<file path="config.mk">
export PLATFORM = sky130hd
export DESIGN_NAME = idra_ctrl
export DESIGN_NICKNAME = d
export VERILOG_FILES = /design/src/hdl/idra_pkg.sv /design/src/hdl/idra_ctrl.sv
export VERILOG_INCLUDE_DIRS = /design/src /design/src/hdl
export SDC_FILE = /design/constraint.sdc
export NUM_CORES = 1
export LEC_CHECK = 0
export BUFFER_PORTS_ARGS = -buffer_cell sky130_fd_sc_hd__buf_2
export CORE_MARGIN = 2
export CORE_UTILIZATION = 36
export CTS_BUF_LIST = sky130_fd_sc_hd__clkbuf_4 sky130_fd_sc_hd__clkbuf_8
export DETAILED_ROUTE_END_ITERATION = 8
export GPL_ROUTABILITY_DRIVEN = 0
export MAX_ROUTING_LAYER = met4
export SLEW_MARGIN = 10
export SYNTH_ARGS = -nofsm -noshare
export SYNTH_HDL_FRONTEND = slang
export SYNTH_SLANG_ARGS = --single-unit
</file>
<file path="constraint.sdc">
create_clock -name i_clk -period 2.4 [get_ports i_clk]
set_input_delay 0.36 -clock i_clk [delete_from_list [all_inputs] [get_ports i_clk]]
set_output_delay 0.36 -clock i_clk [all_outputs]
set_load 0.02 [all_outputs]
</file>
<file path="src/hdl/id_range_allocator_with_quarantine_macros.svh">
// Assertion macros shared by the ID range allocator modules.
`ifndef ID_RANGE_ALLOCATOR_WITH_QUARANTINE_MACROS_SVH
`define ID_RANGE_ALLOCATOR_WITH_QUARANTINE_MACROS_SVH

// Consequent must hold in the same cycle as the antecedent.
`define IDRA_ASSERT_SAME(lbl, ante, cons, msg) \
    lbl: assert property (@(posedge i_clk) disable iff (!i_rst_n) (ante) |-> (cons)) \
        else $error(msg);

// Consequent must hold in the cycle after the antecedent.
`define IDRA_ASSERT_NEXT(lbl, ante, cons, msg) \
    lbl: assert property (@(posedge i_clk) disable iff (!i_rst_n) (ante) |=> (cons)) \
        else $error(msg);

`endif

</file>
<file path="src/hdl/idra_pkg.sv">
// Package with the constants, codes and shared types of the ID range allocator.
package idra_pkg;

    localparam int NUM_IDS_DEF = 4096;
    localparam int CW          = 14;

    localparam logic [11:0] BYPASS_BASE_RST  = 12'd3072;
    localparam logic [12:0] BYPASS_COUNT_RST = 13'd1024;
    localparam logic [31:0] TIMEOUT_RST      = 32'd2000;

    localparam logic [1:0] CMD_RESERVE = 2'd0;
    localparam logic [1:0] CMD_RELEASE = 2'd1;
    localparam logic [1:0] CMD_TICK    = 2'd2;

    localparam logic [1:0] ST_OK      = 2'd0;
    localparam logic [1:0] ST_INVALID = 2'd1;
    localparam logic [1:0] ST_BUSY    = 2'd2;

    localparam logic [1:0] REG_BYPASS_BASE  = 2'd0;
    localparam logic [1:0] REG_BYPASS_COUNT = 2'd1;
    localparam logic [1:0] REG_TIMEOUT      = 2'd2;

    localparam logic [1:0] RES_OK      = 2'd0;
    localparam logic [1:0] RES_INVALID = 2'd1;
    localparam logic [1:0] RES_BUSY    = 2'd2;
    localparam logic [1:0] RES_GRANT   = 2'd3;

    localparam logic [3:0] OP_NOP        = 4'd0;
    localparam logic [3:0] OP_LATCH      = 4'd1;
    localparam logic [3:0] OP_CLR        = 4'd2;
    localparam logic [3:0] OP_SWEEP_INIT = 4'd3;
    localparam logic [3:0] OP_SWEEP      = 4'd4;
    localparam logic [3:0] OP_SCAN_INIT  = 4'd5;
    localparam logic [3:0] OP_SCAN       = 4'd6;
    localparam logic [3:0] OP_MARK_INIT  = 4'd7;
    localparam logic [3:0] OP_MARK       = 4'd8;
    localparam logic [3:0] OP_REL_INIT   = 4'd9;
    localparam logic [3:0] OP_REL        = 4'd10;
    localparam logic [3:0] OP_TICK       = 4'd11;

    typedef struct packed {
        logic [3:0] op;
        logic       out_load;
        logic [1:0] out_kind;
    } t_dp_cmd;

    typedef struct packed {
        logic       clr_done;
        logic [1:0] cmd;
        logic       invalid;
        logic       sweep_done;
        logic       scan_done;
        logic       scan_ok;
        logic       mark_done;
        logic       rel_done;
    } t_dp_stat;

endpackage

</file>
<file path="src/hdl/idra_ctrl.sv">
// Controller of the ID range allocator: sequences the phases and owns both handshakes.
`include "id_range_allocator_with_quarantine_macros.svh"

module idra_ctrl (
    input  logic               i_clk,
    input  logic               i_rst_n,
    input  logic               i_in_valid,
    output logic               o_in_stall,
    output logic               o_out_valid,
    input  logic               i_out_stall,
    output idra_pkg::t_dp_cmd  o_cmd,
    input  idra_pkg::t_dp_stat i_stat
);

    localparam logic [2:0] S_CLR   = 3'd0;
    localparam logic [2:0] S_IDLE  = 3'd1;
    localparam logic [2:0] S_CHECK = 3'd2;
    localparam logic [2:0] S_SWEEP = 3'd3;
    localparam logic [2:0] S_SCAN  = 3'd4;
    localparam logic [2:0] S_MARK  = 3'd5;
    localparam logic [2:0] S_REL   = 3'd6;
    localparam logic [2:0] S_DONE  = 3'd7;

    logic [2:0] r_state, n_state;
    logic [1:0] r_res, n_res;
    logic       r_out_valid;
    logic       out_free;

    assign out_free    = !r_out_valid || !i_out_stall;
    assign o_in_stall  = (r_state != S_IDLE);
    assign o_out_valid = r_out_valid;

    always_comb begin
        n_state        = r_state;
        n_res          = r_res;
        o_cmd.op       = idra_pkg::OP_NOP;
        o_cmd.out_load = 1'b0;
        o_cmd.out_kind = r_res;
        unique case (r_state)
            S_CLR: begin
                o_cmd.op = idra_pkg::OP_CLR;
                if (i_stat.clr_done) begin
                    n_state = S_IDLE;
                end
            end
            S_IDLE: begin
                if (i_in_valid) begin
                    o_cmd.op = idra_pkg::OP_LATCH;
                    n_state  = S_CHECK;
                end
            end
            S_CHECK: begin
                case (i_stat.cmd)
                    idra_pkg::CMD_RESERVE: begin
                        if (i_stat.invalid) begin
                            n_res   = idra_pkg::RES_INVALID;
                            n_state = S_DONE;
                        end else begin
                            o_cmd.op = idra_pkg::OP_SWEEP_INIT;
                            n_state  = S_SWEEP;
                        end
                    end
                    idra_pkg::CMD_RELEASE: begin
                        o_cmd.op = idra_pkg::OP_REL_INIT;
                        n_state  = S_REL;
                    end
                    idra_pkg::CMD_TICK: begin
                        o_cmd.op = idra_pkg::OP_TICK;
                        n_res    = idra_pkg::RES_OK;
                        n_state  = S_DONE;
                    end
                    default: begin
                        n_res   = idra_pkg::RES_INVALID;
                        n_state = S_DONE;
                    end
                endcase
            end
            S_SWEEP: begin
                o_cmd.op = idra_pkg::OP_SWEEP;
                if (i_stat.sweep_done) begin
                    o_cmd.op = idra_pkg::OP_SCAN_INIT;
                    n_state  = S_SCAN;
                end
            end
            S_SCAN: begin
                o_cmd.op = idra_pkg::OP_SCAN;
                if (i_stat.scan_done) begin
                    if (i_stat.scan_ok) begin
                        o_cmd.op = idra_pkg::OP_MARK_INIT;
                        n_state  = S_MARK;
                    end else begin
                        n_res   = idra_pkg::RES_BUSY;
                        n_state = S_DONE;
                    end
                end
            end
            S_MARK: begin
                o_cmd.op = idra_pkg::OP_MARK;
                if (i_stat.mark_done) begin
                    n_res   = idra_pkg::RES_GRANT;
                    n_state = S_DONE;
                end
            end
            S_REL: begin
                o_cmd.op = idra_pkg::OP_REL;
                if (i_stat.rel_done) begin
                    n_res   = idra_pkg::RES_OK;
                    n_state = S_DONE;
                end
            end
            S_DONE: begin
                // The result waits here until the output register has room.
                if (out_free) begin
                    o_cmd.out_load = 1'b1;
                    n_state        = S_IDLE;
                end
            end
            default: begin
                n_state = S_IDLE;
            end
        endcase
    end

    always_ff @(posedge i_clk) begin
        if (!i_rst_n) begin
            r_state     <= S_CLR;
            r_res       <= idra_pkg::RES_OK;
            r_out_valid <= 1'b0;
        end else begin
            r_state <= n_state;
            r_res   <= n_res;
            if (o_cmd.out_load) begin
                r_out_valid <= 1'b1;
            end else if (!i_out_stall) begin
                r_out_valid <= 1'b0;
            end
        end
    end

    `IDRA_ASSERT_NEXT(a_accept_to_check, r_state == S_IDLE && i_in_valid, r_state == S_CHECK, "accepted transaction not checked")
    `IDRA_ASSERT_NEXT(a_done_loads, r_state == S_DONE && out_free, r_out_valid && r_state == S_IDLE, "result not presented")

endmodule

</file>
==> metrics.txt <==
# TYPE chip_impl_metric gauge
chip_impl_info{name="status",value="finished, final reports clean"} 1
chip_impl_metric{name="yosysSeqAreaShare",unit="%"} 19.28
chip_impl_metric{name="cts_sinks",unit=""} 6
chip_impl_metric{name="multi_input_comb_area",unit="µm²"} 444.2
chip_impl_metric{name="critical_path_arrival",unit="ps"} 1430
chip_impl_metric{name="num_antenna_cells",unit=""} 0
chip_impl_metric{name="maxSlewHeadroom",unit="%"} 79.24
chip_impl_metric{name="power_switching_share",unit="%"} 39.04
chip_impl_metric{name="h-tree-depth",unit=""} 1
chip_impl_metric{name="std_cell_rows",unit=""} 15
chip_impl_metric{name="start_util",unit="%"} 37.30
chip_impl_metric{name="dp_hpwl",unit="mm"} 1.152
chip_impl_metric{name="finalHoldWorstSlack",unit="ps"} 404.8
chip_impl_metric{name="final-seq-area",unit="µm²"} 120.1
chip_impl_metric{name="postSynthNetCount",unit=""} 99
chip_impl_metric{name="fin_crit_sh",unit="%"} 74.63
chip_impl_metric{name="critical_path_peak_fanout",unit=""} 11
chip_impl_metric{name="antenna_left",unit=""} 0
chip_impl_metric{name="grt_antenna_before_repair",unit=""} 0
chip_impl_info{name="setup.worst_path.end_class",value="primary output"} 1
chip_impl_info{name="critical_path.startpoint_type",value="flop"} 1
chip_impl_metric{name="maxClockFrequency",unit="MHz"} 558.3
chip_impl_metric{name="finClkSkew",unit="ps"} 0.3670
chip_impl_metric{name="nNetsFinal",unit=""} 123
chip_impl_metric{name="grt_overflow_total",unit=""} 0
chip_impl_metric{name="die_height",unit="µm"} 45.61
chip_impl_metric{name="io_buffer_count",unit=""} 21
chip_impl_info{name="min-delay-path-class",value="in -> reg"} 1
chip_impl_metric{name="slew_violations",unit=""} 0
chip_impl_metric{name="die_extent_in_x",unit="µm"} 45.61
chip_impl_metric{name="synth_area",unit="µm²"} 623.1
chip_impl_metric{name="finish.cell_count_without_fillers",unit=""} 120
chip_impl_metric{name="count_of_final_hold_check_violations",unit=""} 0
chip_impl_metric{name="synthDistinctLibCells",unit=""} 33
chip_impl_info{name="rsz0062_at_grt",value="false"} 1
chip_impl_metric{name="worstSkewPairLatency",unit="ps"} 240
chip_impl_metric{name="yosysWarningCount",unit=""} 0
chip_impl_metric{name="post_cts_repair_timing_setup_buffer_count",unit=""} 0
chip_impl_metric{name="post_synth.cell_area_avg",unit="µm²"} 7.693
chip_impl_metric{name="cts_buffer_depth",unit=""} 2
chip_impl_metric{name="placed_area",unit="µm²"} 732.0
chip_impl_info{name="worst_path_max_delay_cell",value="dfxtp_1"} 1
chip_impl_metric{name="overall_global_routing_resource_usage",unit="%"} 16.04
chip_impl_metric{name="clock_power_share",unit="%"} 22.4
chip_impl_metric{name="drt_wl_total",unit="mm"} 1.398
chip_impl_metric{name="grt_pass1_vias",unit=""} 581
chip_impl_metric{name="share_comb_of_total_power",unit="%"} 45.4
chip_impl_metric{name="via_count",unit=""} 640
chip_impl_metric{name="postCtsResizedCells",unit=""} 0
chip_impl_metric{name="clk_pin_slew_worst_paths",unit="ps"} 40
chip_impl_metric{name="ys_ff_latch",unit=""} 6
chip_impl_metric{name="min_period",unit="ps"} 1791
chip_impl_metric{name="grt_first_pass_wirelength",unit="mm"} 2.332
chip_impl_metric{name="place.detailed.instances",unit=""} 117
chip_impl_metric{name="setup-tns-final",unit="ps"} 0
chip_impl_metric{name="post_route_cells_drive_above_1_share",unit="%"} 33.01
chip_impl_info{name="worstSetupPathType",value="reg -> out"} 1
chip_impl_metric{name="vdd.ir_drop.worst",unit="V"} 0.0003559
chip_impl_metric{name="drcViolationCount",unit=""} 0
chip_impl_metric{name="pwr-share-seq",unit="%"} 32.2
chip_impl_metric{name="final-setup-viol-count",unit=""} 0
chip_impl_info{name="cp_top_family",value="flip-flops"} 1
chip_impl_metric{name="io-pin-count",unit=""} 22
chip_impl_metric{name="cp.buffers_inverters",unit=""} 2
chip_impl_metric{name="design.die.area",unit="mm²"} 0.002080
chip_impl_info{name="ctsRootBufferMaster",value="clkbuf_4"} 1
chip_impl_metric{name="core-area",unit="mm²"} 0.001670
chip_impl_metric{name="power-per-cell-area",unit="mW/mm²"} 534.2
chip_impl_metric{name="wl_per_cell",unit="µm"} 11.65
chip_impl_metric{name="max_cap_violations",unit=""} 0
chip_impl_metric{name="fin_total_pwr",unit="µW"} 403.0
chip_impl_metric{name="n_fill_cell",unit=""} 182
chip_impl_metric{name="leakage",unit="µW"} 0.0003445
chip_impl_metric{name="power.internal",unit="µW"} 245.7
chip_impl_metric{name="tightestPinTransition",unit="ps"} 311.0
chip_impl_metric{name="post_drt_via_cell_ratio",unit=""} 5.333
chip_impl_metric{name="p_sw",unit="µW"} 157.3
chip_impl_metric{name="drt_first_pass_iters",unit=""} 4
chip_impl_metric{name="grt_max_degree",unit=""} 13
chip_impl_info{name="cts_tree",value="yes"} 1
chip_impl_metric{name="layout.cell_area.non_filler",unit="µm²"} 754.5
chip_impl_metric{name="layout-area-overhead-vs-synth",unit="%"} 21.08
chip_impl_metric{name="drtIter0Drc",unit=""} 6
chip_impl_metric{name="postCtsHoldBufs",unit=""} 0
chip_impl_info{name="crit_chain",value="buf_4 -> nand3_1 -> a21oi_1 -> buf_2"} 1
chip_impl_metric{name="netlist_instances",unit=""} 81
chip_impl_metric{name="worst_ep_required_time",unit="ps"} 2040
chip_impl_metric{name="numCtsBuffers",unit=""} 3
chip_impl_metric{name="critPathMaxStageDelay",unit="ps"} 480
-- power by group through the flow --
| stage | Combinational [µW] | Sequential, µW | Clock (µW) |
|---|---|---|---|
| 2_1_floorplan | 143 | 124 | 0 |
| 3_3_place_gp | 185 | 131 | 0 |
| 3_5_place_dp | 184 | 131 | 0 |
| 4_1_cts | 185 | 129 | 93.8 |
| 5_1_grt | 203 | 132 | 104 |
| 6_report | 183 | 130 | 90.4 |
-- registers in the layout (all words and copies together) (netlist names) --
register,count
r_state,3
o_out_valid,1
r_res,2
-- worst paths after layout --
path                                   from  slack [ps]     endpoint  cells after the start
worst max register to register   r_state[1]        1010   r_state[0]                      4
worst max-delay path             r_state[0]         610     o_cmd[2]                      4
worst min register to register     r_res[0]         450     r_res[0]                      2
worst min-delay path            i_out_stall         400  o_out_valid                      3
-- placed cells by master, fill, tap and decap left out, types with 2 or more instances in the layout --
cell type  synthesis  routed
a21oi_1            3       3
a21oi_2            2       2
buf_2              2      21
buf_4              1       3
clkbuf_4           0       3
dfxtp_1            6       6
ha_1               5       5
inv_1              5       5
nand2_1           10      10
nand2b_1           3       3
nand3_1            8       8
nor2_1             3       3
nor2b_1            4       4
nor3b_1            2       2
o21ai_0            7       7
-- cell usage after synthesis --
cell type / instances / area share, %
buf_2: 2 / 1.6
dfxtp_1: 6 / 19
o211ai_1: 1 / 1.2
nand2_1: 10 / 6.0
nand2b_1: 3 / 3.0
nand3_1: 8 / 6.4
mux2_4: 1 / 2.4
nor3_1: 1 / 0.80
nor2b_1: 4 / 4.0
o211ai_4: 1 / 3.4
nand4bb_1: 1 / 1.8
inv_1: 5 / 3.0
a21boi_0: 1 / 1.2
mux2_2: 1 / 1.8
a31oi_1: 1 / 1.0
o2111a_1: 1 / 1.8
buf_4: 1 / 1.2
mux2i_1: 1 / 1.6
a221oi_1: 1 / 1.4
nor4_1: 1 / 1.0
a21oi_2: 2 / 2.8
nand2_2: 1 / 1.0
o21ai_0: 7 / 5.6
nor2_1: 3 / 1.8
o31ai_1: 1 / 1.2
buf_6: 2 / 3.6
and2b_2: 1 / 1.4
a21oi_1: 3 / 2.4
o2111ai_1: 1 / 1.4
ha_1: 5 / 10
o22ai_1: 1 / 1.0
nand3b_1: 1 / 1.2
nor3b_1: 2 / 2.4
-- metal layers --
layer	track usage, %	part of all wire (%)	vias up	wire length [µm]
li1	-	-	336	-
met1	20.00	49	285	682
met2	24.51	45	19	634
met3	5.952	5.8	0	81
met4	3.529	0	0	0
met5	-	0	-	0
-- layout make-up --
class,count,area share (%)
repair buffers,24,16.92
inverters,5,2.488
well taps,17,2.819
clock buffers,3,2.985
multi-input cells,65,58.87
flip-flops and latches,6,15.92
-- through the flow --
step | setup slack [ps] | utilization (%)
finish | 608.9 | 45.17
global route | 494.0 | 45.17
CTS | 605.4 | 45.17
detailed placement | 661.2 | 43.82
global placement | 680.1 | 43.82
floorplan | 770.1 | -
-- cells by family after synthesis --
kind of cell | share of synthesized area [%]
AND/OR/NAND/NOR | 30.92
AO/OA/AOI/OAI | 24.50
buffers and inverters | 9.438
flip-flops | 19.28
adder cells (fa/ha/maj) | 10.04
multiplexers | 5.823
-- worst min-delay path, stage by stage --
cell	delay, ps
buf_2	110
nand2_1	60
a21boi_0	70
(Power assumes the default switching activity.)
